$ cat config.mk
export PLATFORM = sky130hd
export DESIGN_NAME = caf_front
export DESIGN_NICKNAME = d
export VERILOG_FILES = /design/src/hw/rtl/caf_pkg.sv /design/src/hw/rtl/caf_front.sv
export SDC_FILE = /design/constraint.sdc
export NUM_CORES = 1
export LEC_CHECK = 0
export ABC_AREA = 1
export BUFFER_PORTS_ARGS = -buffer_cell sky130_fd_sc_hd__buf_2
export CAP_MARGIN = 0
export CORE_ASPECT_RATIO = 1.4
export CORE_UTILIZATION = 50
export DETAILED_ROUTE_END_ITERATION = 6
export PLACE_DENSITY = 0.77
export SKIP_LAST_GASP = 1
export SLEW_MARGIN = 20
export SYNTH_ARGS = -nofsm -noshare
export SYNTH_HDL_FRONTEND = slang
export SYNTH_SLANG_ARGS = --single-unit
$ cat constraint.sdc
create_clock -name clk -period 10.38 [get_ports clk]
set_clock_uncertainty 0.15 [all_clocks]
set_input_delay 0.519 -clock clk [delete_from_list [all_inputs] [get_ports clk]]
set_output_delay 0.519 -clock clk [all_outputs]
set_load 0.05 [all_outputs]
$ cat src/hw/rtl/caf_pkg.sv
package caf_pkg;

  // Default number of fraction bits on the node and axis vectors
  localparam int MAG_FRAC_BITS_DEF = 15;

  // Internal fixed point: Q.24
  localparam int IQ = 24;
  localparam int QW = 30;
  typedef logic signed [QW-1:0] q_t;
  localparam logic signed [63:0] ONE_Q = 64'sd16777216;

  // mu0 as 1381687 / 2^40
  localparam logic [20:0] MU0_Q40 = 21'd1381687;

  // Input queue between front and back
  localparam int QDEPTH = 2;

  typedef enum logic [2:0] {
    REG_CUBIC_ON,
    REG_AXIS_A_X,
    REG_AXIS_A_Y,
    REG_AXIS_A_Z,
    REG_AXIS_B_X,
    REG_AXIS_B_Y,
    REG_AXIS_B_Z
  } reg_idx_t;

  typedef struct packed {
    logic               cubic_on;
    logic signed [15:0] axis_a_x;
    logic signed [15:0] axis_a_y;
    logic signed [15:0] axis_a_z;
    logic signed [15:0] axis_b_x;
    logic signed [15:0] axis_b_y;
    logic signed [15:0] axis_b_z;
  } cfg_t;

  typedef struct packed {
    logic signed [15:0] mag_x;
    logic signed [15:0] mag_y;
    logic signed [15:0] mag_z;
    logic [21:0]        sat_mag;
    logic signed [24:0] k_first;
    logic signed [24:0] k_second;
    logic signed [24:0] k_third;
    logic [31:0]        node_weight;
    logic               active;
    logic               last_node;
  } item_t;

  typedef enum logic [3:0] {
    ST_IDLE,
    ST_PROJ,
    ST_PROJ3,
    ST_SQ,
    ST_PROD,
    ST_PROD2,
    ST_PROD3,
    ST_EK,
    ST_DOT,
    ST_NUM,
    ST_EPROD,
    ST_DIV_SETUP,
    ST_DIV,
    ST_DIV_FIN,
    ST_DONE
  } state_t;

  // shift right with rounding half away from zero
  function automatic logic signed [63:0] rnd_shr(input logic signed [63:0] v, input int sh);
    logic [63:0] mag;
    logic [63:0] rounded;
    mag = v[63] ? (~v + 64'd1) : v;
    if (sh == 0) begin
      return v;
    end else if (sh >= 64) begin
      return '0;
    end
    rounded = (mag + (64'd1 << (sh - 1))) >> sh;
    return v[63] ? -$signed(rounded) : $signed(rounded);
  endfunction

  // bring a value with p fraction bits to Q.24
  function automatic logic signed [63:0] to_q(input logic signed [63:0] v, input int p);
    if (p >= IQ) begin
      return rnd_shr(v, p - IQ);
    end
    return v <<< (IQ - p);
  endfunction

  function automatic q_t clamp1(input logic signed [63:0] v);
    if (v > ONE_Q) begin
      return q_t'(ONE_Q);
    end else if (v < -ONE_Q) begin
      return q_t'(-ONE_Q);
    end
    return q_t'(v);
  endfunction

  function automatic q_t mulq(input q_t a, input q_t b);
    logic signed [2*QW-1:0] prod;
    prod = a * b;
    return q_t'(rnd_shr(64'(prod), IQ));
  endfunction

endpackage

$ cat src/hw/rtl/caf_front.sv
module caf_front (
  input  logic            clk,
  input  logic            rst,
  input  logic            cubic_on,
  input  logic            s_axis_tvalid,
  output logic            s_axis_tready,
  input  logic [183:0]    s_axis_tdata,
  input  logic            s_axis_tuser,
  input  logic            s_axis_tlast,
  input  logic            q_pop,
  output logic            q_valid,
  output caf_pkg::item_t  q_item
);

  localparam int PW = $clog2(caf_pkg::QDEPTH);

  caf_pkg::item_t mem [caf_pkg::QDEPTH];
  caf_pkg::item_t in_item;
  logic [PW-1:0]  wr_ptr;
  logic [PW-1:0]  rd_ptr;
  logic [PW:0]    count;
  logic           push;
  logic           pop;

  // unpack and classify: only enabled, magnetic nodes need the arithmetic
  always_comb begin
    in_item.mag_x       = s_axis_tdata[15:0];
    in_item.mag_y       = s_axis_tdata[31:16];
    in_item.mag_z       = s_axis_tdata[47:32];
    in_item.sat_mag     = s_axis_tdata[69:48];
    in_item.k_first     = s_axis_tdata[94:70];
    in_item.k_second    = s_axis_tdata[119:95];
    in_item.k_third     = s_axis_tdata[144:120];
    in_item.node_weight = s_axis_tdata[176:145];
    in_item.active      = cubic_on & s_axis_tuser;
    in_item.last_node   = s_axis_tlast;
  end

  assign s_axis_tready = (count != (PW+1)'(caf_pkg::QDEPTH));
  assign push          = s_axis_tvalid & s_axis_tready;
  assign q_valid       = (count != '0);
  assign pop           = q_pop & q_valid;
  assign q_item        = mem[rd_ptr];

  always_ff @(posedge clk) begin
    if (push) begin
      mem[wr_ptr] <= in_item;
    end
  end

  always_ff @(posedge clk) begin
    if (rst) begin
      wr_ptr <= '0;
      rd_ptr <= '0;
      count  <= '0;
    end else begin
      if (push) begin
        wr_ptr <= wr_ptr + 1'b1;
      end
      if (pop) begin
        rd_ptr <= rd_ptr + 1'b1;
      end
      if (push && !pop) begin
        count <= count + 1'b1;
      end else if (pop && !push) begin
        count <= count - 1'b1;
      end
    end
  end

endmodule

# Word level (Yosys, flattened, before mapping)

Memory sizes are Yosys's and may differ from the RTL's. A register that Yosys moved wholly into a read port is not among the register bits.
Index checks and enable logic that the tools add are counted.

$add $sub $neg: 4
Equal/unequal tests: 1
Multiplexer cells: 6
Bitwise logic cells: 3
Reductions and logical operators: 6

Operators with widths:

| cell                                                                | number |
|---|---|
| 1-bit 2-to-1 mux                                                    | 4 |
| 2-bit 2-to-1 mux                                                    | 2 |
| 2-bit nonzero test                                                  | 2 |
| 1-bit AND                                                           | 3 |
| 1-bit adder (second input constant)                                 | 2 |
| 2-bit by 1-bit adder with 2-bit output (second input constant)      | 1 |
| 1-bit logical AND                                                   | 2 |
| 1-bit logical NOT                                                   | 2 |
| 2-bit != test (second input constant)                               | 1 |
| 2-bit by 1-bit subtractor with 2-bit output (second input constant) | 1 |

Register bits after elaboration: 4
RAM bits: 358
Input bits: 191
Output and inout bits: 181
Logic and storage cells: 24
Memories: 1

Memories:

| memory | words | bits a word | read ports | clocked after Yosys merged registers in | wr ports | RTL line        | RTL |
|---|---|---|---|---|---|---|---|
| mem    | 2     | 179         | 1          | 1                                       | 1        | caf_front.sv:17 | `caf_pkg::item_t mem [caf_pkg::QDEPTH];` |

# Longest topological paths before layout

Depth after elaboration: 6
Mapped depth: 11
Depth with buffers taken out: 11

# Worst setup path before layout

No wires, ideal clock.

Path kind: register to register
Start point: register count[0]
End point: memory mem[0][0] (netlist name), enable pin
Library setup time: 0.722 ns
Data arrival time: 8.370 ns
Slack: 1.139 ns
Stages on the path, launching flop included: 5
Clock period less this slack: 9.241 ns
Path through: dfxtp_1 inv_1 nand2_1 nand2_1 nor2_1

Cells in the longest elaborated chain, start to end: 4

RTL lines:

| item                                   | RTL line        | RTL |
|---|---|---|
| start, declared                        | caf_front.sv:21 | `logic [PW:0] count;` |
| start signal, assigned                 | caf_front.sv:64 | `count <= count + 1'b1;` |
| start signal, assigned                 | caf_front.sv:66 | `count <= count - 1'b1;` |
| 2-bit != test                          | caf_front.sv:39 | `assign s_axis_tready = (count != (PW+1)'(caf_pkg::QDEPTH));` |
| named net s_axis_tready                | caf_front.sv:6  | `output logic s_axis_tready,` |
| 1-bit AND                              | caf_front.sv:40 | `assign push = s_axis_tvalid & s_axis_tready;` |
| 1-bit 2-to-1 mux                       | caf_front.sv:46 | `if (push) begin` |
| 1-bit 2-to-1 mux (not written as such) | caf_front.sv:47 | `mem[wr_ptr] <= in_item;` |
| end, declared                          | caf_front.sv:17 |  |

The timed path passes the listed nets, and every way through them passes these cells.

==> impl_metrics.env <==
export IMPL_synth_area_leaders="edfxtp_1, mux2_4, mux2_2, buf_6, dfxtp_1"
export IMPL_hp_start="s_axis_tdata[157]"
export IMPL_synth_ff_latch_count=363
export IMPL_yosys_area_top_type_share=0.792
export IMPL_die_area_sq_um=27800
export IMPL_postLayoutSetupSlackWorst_ns=6.60
export IMPL_cts_made_buffers=35
export IMPL_clk_path_buf_depth=3
export IMPL_grt_pass1_wl_um=36700
export IMPL_internal_power_mw=3.04
export IMPL_crit_path_end_kind="primary output"
export IMPL_fin_crit_sh=0.364
export IMPL_comb_power_share=0.326
export IMPL_layout_commonest_cell="buf_2"
export IMPL_hold_viol_final=0
export IMPL_worstSetupPathType="register to primary output"
export IMPL_cts_tree="built"
export IMPL_holdCritPathClass="input pin to register"
export IMPL_nFillCells=1903
export IMPL_antenna_found_initial=6
export IMPL_mostFrequentLayoutCells="buf_2, edfxtp_1, mux2_4, mux2_2, clkbuf_16"
export IMPL_cp_max_fo=66
export IMPL_fin_setup_tns_ns=0
export IMPL_dp_hpwl_um=16500
export IMPL_grt_setup_unrepaired="no"
export IMPL_cts_root_buf="clkbuf_16"
export IMPL_maxCapViolations=0
export IMPL_period_needed_ns=3.78
export IMPL_placementRows=71
export IMPL_multi_input_area_sq_um=2520
export IMPL_avgSynthCellArea_sq_um=22.8
export IMPL_syn_nets=788
export IMPL_design_area_sq_um=16900
export IMPL_synth_distinct_cells=14
export IMPL_gp_congestion=0.723
export IMPL_postCtsHoldBufs=0
export IMPL_relSlewSlack=0.205
export IMPL_drcViolationCount=0
export IMPL_vias=6847
export IMPL_vdd_drop_max_v=0.000219
export IMPL_area_growth_pct=24.3
export IMPL_grt_max_degree=180
export IMPL_yosysWarningCount=0
export IMPL_status="completed"
export IMPL_fmax_mhz=265
export IMPL_vias_per_cell=4.98
export IMPL_switching_share=0.354
export IMPL_post_cts_resized=0
export IMPL_p_seq_frac=0.411
export IMPL_path_clk_slew_ns=0.07
export IMPL_worstPathArrival_ns=3.11
export IMPL_utilization=0.631
export IMPL_die_w_um=141
export IMPL_post_cts_buffers=0
export IMPL_dpl_instance_area_sq_um=15700
export IMPL_ys_seq_area_frac=0.799
export IMPL_dieHeight_um=197
export IMPL_leakage_nw=6.49
export IMPL_tightest_slew_ns=1.19
export IMPL_drtAntennaViolNets=0
export IMPL_io_buffer_count=364
export IMPL_place_worst_setup_slack_ns=7.09
export IMPL_synthCells=596
export IMPL_grt_overflow=0
export IMPL_p_per_area_nw_per_um2=279
export IMPL_setup_violations=0
export IMPL_core_sq_um=26700
export IMPL_track_usage=0.177
export IMPL_io_pin_count=372
export IMPL_drive_above_1_share=0.592
export IMPL_wl_per_cell_um=18.7
export IMPL_initial_core_util=0.508
export IMPL_pwr_share_clk=0.263
export IMPL_p_switching_mw=1.67
export IMPL_r2r_start="count[0]"
export IMPL_final_max_slew_violation_count=0
export IMPL_yosys_area_top_type="edfxtp_1"
export IMPL_dr_pass1_iters=6
export IMPL_grt_pass1_vias=7106
export IMPL_cp_required_ns=9.71
export IMPL_drt_iter0_drc=275
export IMPL_regArea_sq_um=10900
export IMPL_startpoint_type="register"
export IMPL_netlist_area_sq_um=13600
export IMPL_clock_latency_ns=0.51
export IMPL_wirelength_um=25800
export IMPL_h_tree_depth=2
export IMPL_final_nets=1173
export IMPL_clock_sinks=363
==> routing by layer <==
metal / wire (um) / vias to the layer above / GRT usage
met3: 1960 / 72 / 0.0605
met5: 0 / - / 0
met1: 8400 / 3358 / 0.167
met2: 14100 / 281 / 0.329
met4: 1270 / 0 / 0.102
li1: - / 3136 / -
==> flip-flops by register name, summed over array words and instances, names as in the netlist, named ones only <==
register and count:
rd_ptr 1, wr_ptr 1, mem 358, count 2
==> cells in the mapped netlist <==
cell type,number
a21oi_1,2
buf_2,6
buf_6,14
dfxtp_1,5
edfxtp_1,358
ha_1,1
inv_1,9
mux2_2,79
mux2_4,100
nand2_1,10
nand3_1,2
nand4_1,1
nor2_1,7
o21ai_0,2
==> worst max-delay path, stage by stage (launching register included) <==
cell	delay, ns
dfxtp_4	0.98
buf_4	0.90
mux2_2	0.42
buf_2	0.21
==> power by group through the flow <==
stage,logic [mW],clock network [mW],registers (mW)
6_report,1.53,1.24,1.93
5_1_grt,1.59,1.33,1.95
3_3_place_gp,1.53,0,1.95
3_5_place_dp,1.54,0,1.97
2_1_floorplan,1.27,0,1.98
4_1_cts,1.55,1.27,1.94
==> final cells by class <==
| cell class | count | share of cell area |
|---|---|---|
| Sequential cell | 363 | 0.643 |
| Multi-Input combinational cell | 204 | 0.149 |
| Timing Repair Buffer | 368 | 0.111 |
| Clock buffer | 46 | 0.0575 |
| Tap cell | 365 | 0.0271 |
| Clock inverter | 16 | 0.00919 |
| Inverter | 9 | 0.00200 |
| Antenna cell | 5 | 0.000741 |
==> logic make-up after synthesis <==
kind of cell    after synthesis  share of synthesized area
compound gates                4                    0.00147
fa+ha+maj                     1                   0.000922
buf+inv                      29                     0.0163
flops                       363                      0.799
mux                         179                      0.176
simple gates                 20                    0.00590
==> path summary, 6_finish.rpt <==
path	to	slack [ns]	depth (start not counted)
setup reg to reg	mem[1][63]	8.05	5
setup / recovery	q_item[3]	6.60	3
hold / removal	mem[0][14]	0.04	1
hold reg to reg	register	0.36	2
==> per-stage QoR <==
stage | power (mW) | hold slack [ns] | std cells
2_1_floorplan | 3.25 | 0.315 | 596
3_3_place_gp | 3.48 | 0.326 | 1309
3_5_place_dp | 3.51 | 0.354 | 1309
4_1_cts | 4.76 | 0.00865 | 1371
5_1_grt | 4.87 | 0.00957 | 1376
6_report | 4.70 | 0.0365 | 1376
Note: power is estimated with default switching activity, not from simulation.
