==> config.mk <==
export PLATFORM = sky130hd
export DESIGN_NAME = caf_regs
export DESIGN_NICKNAME = d
export VERILOG_FILES = /design/src/hw/rtl/caf_pkg.sv /design/src/hw/rtl/caf_regs.sv
export SDC_FILE = /design/constraint.sdc
export NUM_CORES = 1
export LEC_CHECK = 0
export BUFFER_PORTS_ARGS = -buffer_cell sky130_fd_sc_hd__buf_2
export CORE_MARGIN = 2
export CORE_UTILIZATION = 35
export CTS_CLUSTER_SIZE = 40
export DETAILED_ROUTE_END_ITERATION = 6
export PLACE_DENSITY = 0.62
export SLEW_MARGIN = 5
export SYNTH_ARGS = -nofsm -noshare
export SYNTH_HDL_FRONTEND = slang
export SYNTH_SLANG_ARGS = --single-unit
==> constraint.sdc <==
create_clock -name clk -period 1.7 [get_ports clk]
set_clock_uncertainty 0.15 [all_clocks]
set_input_delay 0.17 -clock clk [delete_from_list [all_inputs] [get_ports clk]]
set_output_delay 0.17 -clock clk [all_outputs]
set_load 0.05 [all_outputs]
==> src/hw/rtl/caf_pkg.sv <==
package caf_pkg;

  // Default number of fraction bits on the node and axis vectors
  localparam int MAG_FRAC_BITS_DEF = 15;

  // Internal fixed point: Q.24
  localparam int IQ = 24;
  localparam int QW = 30;
  typedef logic signed [QW-1:0] q_t;
  localparam logic signed [63:0] ONE_Q = 64'sd16777216;

  // mu0 as 1381687 / 2^40
  localparam logic [20:0] MU0_Q40 = 21'd1381687;

  // Input queue between front and back
  localparam int QDEPTH = 2;

  typedef enum logic [2:0] {
    REG_CUBIC_ON,
    REG_AXIS_A_X,
    REG_AXIS_A_Y,
    REG_AXIS_A_Z,
    REG_AXIS_B_X,
    REG_AXIS_B_Y,
    REG_AXIS_B_Z
  } reg_idx_t;

  typedef struct packed {
    logic               cubic_on;
    logic signed [15:0] axis_a_x;
    logic signed [15:0] axis_a_y;
    logic signed [15:0] axis_a_z;
    logic signed [15:0] axis_b_x;
    logic signed [15:0] axis_b_y;
    logic signed [15:0] axis_b_z;
  } cfg_t;

  typedef struct packed {
    logic signed [15:0] mag_x;
    logic signed [15:0] mag_y;
    logic signed [15:0] mag_z;
    logic [21:0]        sat_mag;
    logic signed [24:0] k_first;
    logic signed [24:0] k_second;
    logic signed [24:0] k_third;
    logic [31:0]        node_weight;
    logic               active;
    logic               last_node;
  } item_t;

  typedef enum logic [3:0] {
    ST_IDLE,
    ST_PROJ,
    ST_PROJ3,
    ST_SQ,
    ST_PROD,
    ST_PROD2,
    ST_PROD3,
    ST_EK,
    ST_DOT,
    ST_NUM,
    ST_EPROD,
    ST_DIV_SETUP,
    ST_DIV,
    ST_DIV_FIN,
    ST_DONE
  } state_t;

  // shift right with rounding half away from zero
  function automatic logic signed [63:0] rnd_shr(input logic signed [63:0] v, input int sh);
    logic [63:0] mag;
    logic [63:0] rounded;
    mag = v[63] ? (~v + 64'd1) : v;
    if (sh == 0) begin
      return v;
    end else if (sh >= 64) begin
      return '0;
    end
    rounded = (mag + (64'd1 << (sh - 1))) >> sh;
    return v[63] ? -$signed(rounded) : $signed(rounded);
  endfunction

  // bring a value with p fraction bits to Q.24
  function automatic logic signed [63:0] to_q(input logic signed [63:0] v, input int p);
    if (p >= IQ) begin
      return rnd_shr(v, p - IQ);
    end
    return v <<< (IQ - p);
  endfunction

  function automatic q_t clamp1(input logic signed [63:0] v);
    if (v > ONE_Q) begin
      return q_t'(ONE_Q);
    end else if (v < -ONE_Q) begin
      return q_t'(-ONE_Q);
    end
    return q_t'(v);
  endfunction

  function automatic q_t mulq(input q_t a, input q_t b);
    logic signed [2*QW-1:0] prod;
    prod = a * b;
    return q_t'(rnd_shr(64'(prod), IQ));
  endfunction

endpackage

==> src/hw/rtl/caf_regs.sv <==
module caf_regs (
  input  logic                clk,
  input  logic                rst,
  input  logic                psel,
  input  logic                penable,
  input  logic                pwrite,
  input  logic [4:0]          paddr,
  input  logic [31:0]         pwdata,
  output logic [31:0]         prdata,
  output logic                pready,
  output caf_pkg::cfg_t       cfg
);

  caf_pkg::reg_idx_t idx;
  logic              wr_en;

  assign pready = 1'b1;
  assign idx    = caf_pkg::reg_idx_t'(paddr[4:2]);
  assign wr_en  = psel & penable & pwrite & pready;

  always_ff @(posedge clk) begin
    if (rst) begin
      cfg.cubic_on <= 1'b0;
      cfg.axis_a_x <= 16'sh7FFF;
      cfg.axis_a_y <= '0;
      cfg.axis_a_z <= '0;
      cfg.axis_b_x <= '0;
      cfg.axis_b_y <= 16'sh7FFF;
      cfg.axis_b_z <= '0;
    end else if (wr_en) begin
      unique case (idx)
        caf_pkg::REG_CUBIC_ON: cfg.cubic_on <= pwdata[0];
        caf_pkg::REG_AXIS_A_X: cfg.axis_a_x <= pwdata[15:0];
        caf_pkg::REG_AXIS_A_Y: cfg.axis_a_y <= pwdata[15:0];
        caf_pkg::REG_AXIS_A_Z: cfg.axis_a_z <= pwdata[15:0];
        caf_pkg::REG_AXIS_B_X: cfg.axis_b_x <= pwdata[15:0];
        caf_pkg::REG_AXIS_B_Y: cfg.axis_b_y <= pwdata[15:0];
        caf_pkg::REG_AXIS_B_Z: cfg.axis_b_z <= pwdata[15:0];
        default: ;
      endcase
    end
  end

  always_comb begin
    unique case (idx)
      caf_pkg::REG_CUBIC_ON: prdata = {31'b0, cfg.cubic_on};
      caf_pkg::REG_AXIS_A_X: prdata = {16'b0, cfg.axis_a_x};
      caf_pkg::REG_AXIS_A_Y: prdata = {16'b0, cfg.axis_a_y};
      caf_pkg::REG_AXIS_A_Z: prdata = {16'b0, cfg.axis_a_z};
      caf_pkg::REG_AXIS_B_X: prdata = {16'b0, cfg.axis_b_x};
      caf_pkg::REG_AXIS_B_Y: prdata = {16'b0, cfg.axis_b_y};
      caf_pkg::REG_AXIS_B_Z: prdata = {16'b0, cfg.axis_b_z};
      default:               prdata = '0;
    endcase
  end

endmodule

* Yosys cells after proc, flatten, opt, wreduce, memory -nomap -nowiden *
Index checks and enable logic that the tools add are counted.

storage, ports and cells
  bits of input ports = 42
  output and inout bits = 130
  logic and storage cells = 24
  register bits after elaboration = 97

cells by class
  reductions and logical operators = 8
  bitwise logic cells = 2
  equal/unequal tests = 6
  muxes and demuxes = 1

operator list
  cell                                                             number
  16-bit case mux with 7 select lines                              1
  2-bit AND reduction                                              7
  3-bit == test, second input constant                             3
  3-bit by 2-bit == test with 1-bit output, second input constant  2
  3-bit by 1-bit == test with 1-bit output, second input constant  1
  3-bit logical NOT                                                1
  1-bit AND                                                        2

* Depth between registers and ports, before layout *
Gate-level depths: netlist of the first run.

  word-level depth = 3
  mapped depth = 7
  depth with buffers taken out = 3

* Worst setup path before layout of the first run *
No wires, ideal clock.

  path type = register -> output
  start = register cfg[47] (netlist name)
  end = output prdata[15]
  buffers on the path = 0
  arrival time = 1.928 ns
  cell stages (with the launch flop) = 3
  slack = -0.548 ns
  data required time = 1.380 ns
  path through = dfxtp_1 -> a221oi_1 -> o21ai_0

between the ends
  cells in the longest elaborated chain, start to end = 1

RTL lines
  what                                 line            text
  start, declared                      caf_regs.sv:11  output caf_pkg::cfg_t cfg
  16-bit case mux with 7 select lines  caf_regs.sv:45  unique case (idx)
  end, declared                        caf_regs.sv:9   output logic [31:0] prdata,

No other way between the ends.

* Worst setup path in the final report of the first run *
  start = register cfg[0] (netlist name)
  end = output prdata[0]

The elaborated chain is that of the path after synthesis.

==> results of run 1 <==
[area by class of cell]
cell class,count,area [µm²],area share
multi-input cells,356,2810,0.409
flip-flops and latches,97,1960,0.285
repair buffers,218,1540,0.223
clock buffers,10,229,0.0332
well taps,176,220,0.0320
clock inverters,6,115,0.0167
inverters,2,7.51,0.00109
diodes,1,2.50,0.000363
[cell families after synthesis]
family | after synthesis
simple gates | 157
mux | 110
flops | 97
compound gates | 72
buf+inv | 61
other cells | 2
[per-stage QoR]
stage	power (mW)	setup WS (ns)
final	5.54	-0.229
after global routing	5.71	-0.241
after CTS	5.54	-0.221
after detailed placement	3.15	-0.135
after global placement	3.14	-0.0860
after floorplan	2.93	-0.171
[where the power goes]
group | internal, mW | switching [mW] | total (mW) | leakage, nW
sequential | 2.29 | 0.0166 | 2.30 | 0.788
combinational | 0.330 | 0.554 | 0.884 | 2.20
clock | 1.45 | 0.900 | 2.35 | 0.163
[synthesized netlist by cell type (9+ instances only)]
| cell type | number |
|---|---|
| o221ai_1 | 9 |
| mux2i_1 | 92 |
| o21ai_0 | 18 |
| nand3_1 | 16 |
| a22oi_1 | 14 |
| clkbuf_1 | 18 |
| buf_2 | 14 |
| buf_4 | 22 |
| nand2_1 | 12 |
| mux2_2 | 17 |
| nand2b_1 | 68 |
| nor2_1 | 46 |
| dfxtp_1 | 97 |
| a21oi_1 | 20 |
[critical path, cell delays in order (launching register included)]
cell     delay (ns)
dfxtp_2        0.33
mux4_2         0.48
mux2_4         0.29
buf_8          0.15
[worst max path at each step]
stage / end / slack [ns] / cells past startpoint
2_1_floorplan: prdata[15] / -0.17 / 2
3_3_place_gp: prdata[0] / -0.09 / 4
3_5_place_dp: prdata[11] / -0.13 / 6
4_1_cts: prdata[0] / -0.22 / 3
5_1_grt: prdata[0] / -0.24 / 3
6_report: prdata[0] / -0.23 / 3
[metal layers]
layer  GRT usage  up-vias  wire (µm)
li1            -     2068          -
met2       0.327      175       7280
met5           0        -          0
met3      0.0425       31        922
met1       0.297     2125       7150
met4      0.0661        0        399
[repair_timing]
action,CTS,global route
buffers inserted,4,2
resized for setup,46,26
endpoints found under the hold margin,21,1
gates cloned,0,0
setup endpoints to repair,15,16
pin swaps,2,4
hold buffers,15,1
==> impl_results.md, run 1 <==
* Finished Layout Cells at 866
* Finished Core Util at 0.520
* Post-synthesis async set-or-reset flop share at 0
* CTS sink count at 97
* Filler Cells Inserted at 1222
* Hold_sp: rst
* Worst Setup End Kind: output port
* Cells after Synth at 499
* Drt total wl at 15700 µm
* Max Fclk at 519 MHz
* Hold Vio Cnt, Final at 0
* Mapped cell area at 4760 µm²
* WL/cell at between 15 and 20 µm
* Largest regs: cfg (97)
* Dpl hpwl at 11900 µm
* Minimum period implied by the final worst setup slack at ~1.9 ns
* Seq/Total Area, Yosys at 0.408
* Worst-Skew Late Latency at 0.35 ns
* Setup TNS at -0.474 ns
* Commonest non-fill, non-tap cell in the layout: buf_2
* Cell row count at 42
* Die Ht at 121 µm
* Ys flop type: dfxtp_1
* Violated checks: setup timing
* Adder-Cell Fraction of Synth Area at 0
* Core box area at 13200 µm²
* Worst min-delay path category: primary input to flip-flop
* Most frequent cells in the layout: 119 x buf_2, 91 x mux2i_1, 79 x dfxtp_1
* Longest Clk Path Bufs at 2
* Post-synth EDFFs at 0
* Overall Global Routing Usage at 0.212
* CTS tree: done
* Largest family of logic cells by synthesized area: multiplexers
* Worst Setup SP: cfg[0]
* Status: complete, but fails checks
* Synth Area in Compound Gates at 0.0988
* Simple-Gate Fraction of Synth Area at 0.176
* Largest net degree at the start of global routing at 96
* Die X at 121 µm
* Hold Path End: cfg[48]
* Worst hold slack at 0.185 ns
* Number of distinct library cells after synthesis at 31
* Post-synthesis mux area share at 0.238
* Initial Utilization at 0.359
* Flops & latches, synth at slightly below 100
* 1st-iter DRT viols at 309
* Final setup vio count at 5
* GP Congestion at 0.923
* Clk root buf: clkbuf_16
* Via density at 5.08
* Slew Viols, Final at 0
* CTS clk-pin slew, worst paths at 0.07 ns
* CTS Buf Count at 9
* Share of cells above drive strength 1 at 0.419
* R2R Path End: cfg[55]
* Worst Setup Path Type: flip-flop to output port
* Reg-to-reg startpoint: cfg[55]
* Synth area leaders: dfxtp_1 41%, mux2i_1 19%, nand2b_1 8.9%
* Number of flip-flops in the largest register at 97
* Largest Register: cfg
* Post-synth top area share at 0.408
* Reg2Reg Setup Slack at 0.79 ns
* Vias in the first global route at 4239
* Grt total ovfl at 0
* IO Count at 172
* Post-route ant nets at 0
* Power Density at 804 nW/µm²
* Post-Synth XOR/XNOR Area at 0
* Worst setup margin at -0.229 ns
* Max VDD drop at 0.000386 V
* Placement Cell Area at 6120 µm²
* Crit Path Max Fanout at 2
* Nets at 726
* CTS H-tree lvls at 3
* Pre-antenna DRT Iters at 5
* R2R depth at 3
* CP required at approximately 1.4 ns
* Hold path cells at 3
* Area grow syn2layout at 44.7%
* First-pass GRT wire length at roughly 24000 µm
* Final period util at 1.13
* Die area at 14500 µm²
* Crit path launch type: flip-flop
* Post-synth top area cell: dfxtp_1
* Initial antenna violation count at 0
* Drt drc at 0
* Synth Warn # at 0
* RSZ-0062 raised after global routing: true
* Post-layout instance area at about 6900 µm²
* Cell Count Post-Placement at 827
* Max-Cap Viols at 0
* DR vias at 4399
* Lkg Pwr at 3.15 nW
* Mean Syn Cell Area at around 9.5 µm²
* WP data arrival at 1.61 ns
* IO buf count at between 100 and 150
No activity file was read; power rests on OpenSTA's default activity.
==> run 2: changes to the inputs <==
==> constraint.sdc (replaced) <==
create_clock -name clk -period 1.93 [get_ports clk]
set_clock_uncertainty 0.15 [all_clocks]
set_input_delay 0.193 -clock clk [delete_from_list [all_inputs] [get_ports clk]]
set_output_delay 0.193 -clock clk [all_outputs]
set_load 0.05 [all_outputs]
==> impl_results.md, run 2 (same netlist as run 1, synthesis figures left out) <==
* Number of flip-flops in the largest register at 97 (unchanged)
* Worst Setup Path Type: flip-flop to output port
* IO Count at 172 (unchanged)
* First-pass GRT wire length at 22900 µm (-4.4%)
* Max-Cap Viols at 0 (unchanged)
* Dpl ws at 0.0346 ns (+0.169 ns)
* Die Ht at 121 µm (unchanged)
* WL/cell at 18.1 µm (-0.19%)
* Worst hold slack at 0.0210 ns (-0.164 ns)
* R2R depth at 2 (-1)
* RSZ-0062 raised after global routing: true
* DR vias at 4188 (-4.8%)
* Worst setup margin at -0.0189 ns (+0.210 ns)
* Post-route ant nets at 0 (unchanged)
* Reg-to-reg startpoint: cfg[63]
* Cell row count at 42 (unchanged)
* Cell Count Post-Placement at 797 (-3.6%)
* Grt total ovfl at 0 (unchanged)
* Die area at 14500 µm² (unchanged)
* Worst min-delay path category: primary input to flip-flop
* Net Sw Frac at 0.279 (+0.0135)
* Post-layout instance area at 6220 µm² (-9.6%)
* Violated checks: setup timing
* Clock power frac at 0.399 (-0.025)
* Setup TNS at -0.0189 ns (+0.455 ns)
* Share of cells above drive strength 1 at 0.336 (-0.0831)
* Power Density at 721 nW/µm² (-10%)
* CP required at 1.59 ns (+0.21 ns)
* # diodes at 0 (-1)
* Lkg Pwr at 2.89 nW (-8.3%)
* WP data arrival at 1.61 ns (about the same)
* Minimum period implied by the final worst setup slack at between 1.5 and 2 ns
* Placement Cell Area at 5730 µm² (-6.4%)
* CTS Buf Count at 9 (unchanged)
* Initial antenna violation count at 0 (unchanged)
* Crit Path Max Fanout at 3 (+1)
* CTS sink count at 97 (unchanged)
* Final period util at 1.01
* Final setup vio count at 1 (-4)
* Worst-Skew Late Latency at 0.34 ns (about the same)
* Overall Global Routing Usage at 0.206 (-0.00619)
* 1st-iter DRT viols at 267 (-14%)
* R2R Path End: cfg[63]
* CP endpoint: prdata[0]
* Drt total wl at 15100 µm (-4.3%)
* Area grow syn2layout at 30.8%
* CTS H-tree lvls at 3 (unchanged)
* Finished Layout Cells at 830 (-4.2%)
* IO buf count at 136 (unchanged)
* Drt drc at 0 (unchanged)
* Psw at 1.25 mW (-15%)
* Worst Setup SP: cfg[96]
* Largest net degree at the start of global routing at 87 (-9.4%)
* Vias in the first global route at 4125 (-2.7%)
* Status: complete, but fails checks
* CTS tree: done
* Cell internal pwr at 3.23 mW (-20%)
* Max VDD drop at 0.000347 V (-10%)
* Initial Utilization at 0.359 (unchanged)
* Commonest non-fill, non-tap cell in the layout: buf_2
* Core box area at 13200 µm² (unchanged)
* Reg2Reg Setup Slack at 1.03 ns (+0.24 ns)
* Filler Cells Inserted at 1282 (+4.9%)
* CTS clk-pin slew, worst paths at 0.07 ns (about the same)
* Largest regs: cfg (97)
* Clk root buf: clkbuf_16
* Die X at 121 µm (unchanged)
* Sequential share of power at 0.452 (+0.036)
* Slew Viols, Final at 0 (unchanged)
* Logic pwr share at 0.149 (-0.011)
* Most frequent cells in the layout: 134 x buf_2, 95 x dfxtp_1, 92 x mux2i_1
* GP Congestion at 1.01 (+8.9%)
* Dpl hpwl at 11500 µm (-3.2%)
* Worst Setup End Kind: output port
* Longest Clk Path Bufs at 2 (unchanged)
* Nets at 691 (-4.8%)
* Crit path launch type: flip-flop
* Via density at 5.05 (-0.67%)
* Pre-antenna DRT Iters at 5 (unchanged)
* Max Fclk at just over 500 MHz
* Hold Vio Cnt, Final at 0 (unchanged)
* Largest Register: cfg
## run 2: timing repair
| action | 4_1_cts | 5_1_grt |
|---|---|---|
| pin swaps | 0 | 0 |
| gates resized for setup | 6 | 4 |
| setup buffers | 1 | 1 |
| hold buffers | 15 | 0 |
| setup endpoints to repair | 1 | 5 |
| hold endpoints to repair | 15 | 0 |
## run 2: worst min-delay path by stage
stage / start / endpoint / slack [ns] / cells after the start
floorplan: pwdata[0] / cfg[48] / 0.19 / 2
global placement: cfg[76] / cfg[76] / 0.32 / 2
detailed placement: cfg[69] / cfg[69] / 0.33 / 2
CTS: pwdata[3] / cfg[51] / 0.001 / 3
global route: pwdata[3] / cfg[51] / 0.03 / 3
finish: pwdata[3] / cfg[51] / 0.02 / 3
## run 2: final cells by class
| class | instances | area [µm²] | share of cell area |
|---|---|---|---|
| clock inverter | 7 | 71.3 | 0.0115 |
| clock buffer | 9 | 225 | 0.0362 |
| sequential | 97 | 1940 | 0.312 |
| tap | 176 | 220 | 0.0354 |
| multi-input combinational | 356 | 2570 | 0.413 |
| inverter | 2 | 7.51 | 0.00121 |
| timing repair buffer | 183 | 1180 | 0.190 |
## run 2: critical path, stage by stage (launching register included)
cell and delay [ns]:
dfxtp_1 0.33, mux4_2 0.49, mux2_4 0.29, buf_8 0.15
## run 2: per-stage QoR
stage	util	total power, mW
after floorplan	-	2.54
after global placement	0.432	2.70
after detailed placement	0.432	2.71
after CTS	0.468	4.51
after global routing	0.470	4.65
final	0.470	4.49
## run 2: metal layers
layer,up-vias,routed length (µm),track usage
met5,-,0,0
met2,161,7140,0.334
li1,2002,-,-
met4,0,413,0.102
met1,1998,6720,0.268
met3,27,792,0.0274
## run 2: power by group through the flow
stage                     Sequential [mW]  Combinational, mW  Clock (mW)
after global routing                 2.03              0.703        1.91
after CTS                            2.03              0.663        1.82
after global placement               2.07              0.625           0
final                                2.03              0.669        1.79
after detailed placement             2.07              0.633           0
after floorplan                      2.12              0.420           0
==> run 3: changes to the inputs <==
--- a/config.mk
+++ b/config.mk
@@ -11,6 +11,7 @@
 export CTS_CLUSTER_SIZE = 40
 export DETAILED_ROUTE_END_ITERATION = 6
 export PLACE_DENSITY = 0.62
+export SETUP_SLACK_MARGIN = 0.1
 export SLEW_MARGIN = 5
 export SYNTH_ARGS = -nofsm -noshare
 export SYNTH_HDL_FRONTEND = slang
==> impl_results.md, run 3 (same netlist as run 1, synthesis figures left out) <==
* CTS sink count at 97 (unchanged)
* Worst-margin pin slew at 0.500 ns
* CP delay by family, top: multiplexers
* Worst min-delay path category: primary input to flip-flop
* Worst setup margin at -0.0395 ns (-0.0206 ns)
* Share of cells above drive strength 1 at 0.351 (+0.0148)
* Most frequent cells in the layout: 124 x buf_2, 92 x mux2i_1, 92 x dfxtp_1
* Worst Setup SP: cfg[64]
* Max VDD drop at 0.000383 V (+10%)
* CTS Buf Count at 9 (unchanged)
* Via density at 5.11 (+1.2%)
* Core box area at 13200 µm² (unchanged)
* CP endpoint: prdata[0]
* # diodes at 0 (unchanged)
* Largest Register: cfg
* Longest Clk Path Bufs at 2 (unchanged)
* Drt total wl at 15300 µm (+1.7%)
* R2R Path End: cfg[63]
* Dpl hpwl at 11500 µm (+0.14%)
* Die Ht at 121 µm (unchanged)
* Crit path launch type: flip-flop
* Number of flip-flops in the largest register at 97 (unchanged)
* Reg-to-reg startpoint: cfg[63]
* Slew Viols, Final at 0 (unchanged)
* Reg2Reg Setup Slack at 1.08 ns (+0.05 ns)
* Final period util at 1.02 (+0.0107)
* Status: complete, but fails checks
* Max Fclk at 508 MHz (-1.0%)
* Crit path depth at 3 (unchanged)
* Initial antenna violation count at 0 (unchanged)
* Worst Setup Path Type: flip-flop to output port
* Pre-antenna DRT Iters at 5 (unchanged)
* Power Density at 719 nW/µm² (-0.22%)
* GP Congestion at 0.948 (-5.7%)
* Lkg Pwr at 2.92 nW (+1.0%)
* Overall Global Routing Usage at 0.207 (+0.00112)
* 1st-iter DRT viols at 294 (+10%)
* Worst-Skew Late Latency at 0.34 ns (about the same)
* RSZ-0062 raised after global routing: true
* CTS clk-pin slew, worst paths at 0.07 ns (about the same)
* CP required at 1.59 ns (about the same)
* IO buf count at 136 (unchanged)
* WL/cell at 18.4 µm (+1.6%)
* CTS tree: done
* DR vias at 4243 (+1.3%)
* Worst Setup End Kind: output port
* CTS H-tree lvls at 3 (unchanged)
* Hold Vio Cnt, Final at 0 (unchanged)
* Initial Utilization at 0.359 (unchanged)
* Final setup vio count at 1 (unchanged)
* Crit path largest cell delay at 0.50 ns (about the same)
* Worst slew margin at 0.666
* Worst path buffer plus inverter count at 1 (unchanged)
* Minimum period implied by the final worst setup slack at 1.97 ns (+0.0206 ns)
* Post-route ant nets at 0 (unchanged)
* Nets at 692 (+0.14%)
* Largest regs: cfg (97)
* Die X at 121 µm (unchanged)
* Crit Path Max Fanout at 3 (unchanged)
* Violated checks: setup timing
* First-pass GRT wire length at 23200 µm (+1.4%)
* CP cell instances: mux4_2 > mux2_4 > buf_8
* Critical-path top delay cell: mux4_2
* Vias in the first global route at 4151 (+0.63%)
* Largest net degree at the start of global routing at 67 (-23%)
* Commonest non-fill, non-tap cell in the layout: buf_2
* Grt total ovfl at 0 (unchanged)
* IO Count at 172 (unchanged)
* Cell row count at 42 (unchanged)
* Max-Cap Viols at 0 (unchanged)
* R2R depth at 2 (unchanged)
* WP data arrival at 1.63 ns (+0.02 ns)
* Post-layout power at 4.55 mW (+1.3%)
* Clk root buf: clkbuf_16
* Worst hold slack at 0.193 ns (+0.172 ns)
* Area grow syn2layout at 32.8%
* Die area at 14500 µm² (unchanged)
* Drt drc at 0 (unchanged)
## run 3: cell type report
| cell class | instances | area, µm² |
|---|---|---|
| clock buffer | 9 | 225 |
| tap | 176 | 220 |
| multi-input combinational | 356 | 2620 |
| inverter | 2 | 7.51 |
| fill | 1283 | 6920 |
| clock inverter | 7 | 77.6 |
| timing repair buffer | 184 | 1220 |
| sequential | 97 | 1950 |
## run 3: how the worst min path moves through the flow
stage / slack [ns] / depth (start not counted) / from / end
5_1_grt: 0.21 / 3 / rst / cfg[52]
3_3_place_gp: 0.32 / 2 / cfg[5] / cfg[5]
6_report: 0.19 / 3 / rst / cfg[53]
3_5_place_dp: 0.33 / 2 / cfg[69] / cfg[69]
4_1_cts: 0.18 / 3 / rst / cfg[61]
2_1_floorplan: 0.19 / 2 / pwdata[0] / cfg[48]
## run 3: power by group
part           total, mW  switching, mW  internal, mW
clock               1.82          0.806          1.02
combinational      0.692          0.461         0.231
sequential          2.03         0.0134          2.02
total               4.55           1.28          3.26
## run 3: worst min-delay path, stage by stage
cell     delay [ns]
buf_2          0.13
buf_12         0.19
a21oi_1        0.13
## run 3: stage by stage
stage / TNS [ns] / utilization / setup slack, ns / area [µm²] / instances
4_1_cts: -0.0375 / 0.470 / -0.0375 / 6230 / 829
6_report: -0.0395 / 0.477 / -0.0395 / 6320 / 831
3_5_place_dp: 0 / 0.431 / 0.0309 / 5710 / 796
3_3_place_gp: 0 / 0.431 / 0.0331 / 5710 / 796
5_1_grt: -0.0592 / 0.477 / -0.0592 / 6320 / 831
2_1_floorplan: -0.551 / - / -0.123 / 4860 / 514
## run 3: metal layers
metal  wire, µm  global-route usage
met3        835              0.0292
met1       6830               0.279
met5          0                   0
met4        528               0.102
met2       7130               0.323
## run 3: what timing repair did
item	in CTS	in global routing
pin swaps	0	2
hold buffers	16	0
setup endpoints to repair	9	12
buffers inserted	1	2
resized for setup	13	27
endpoints found under the hold margin	16	0
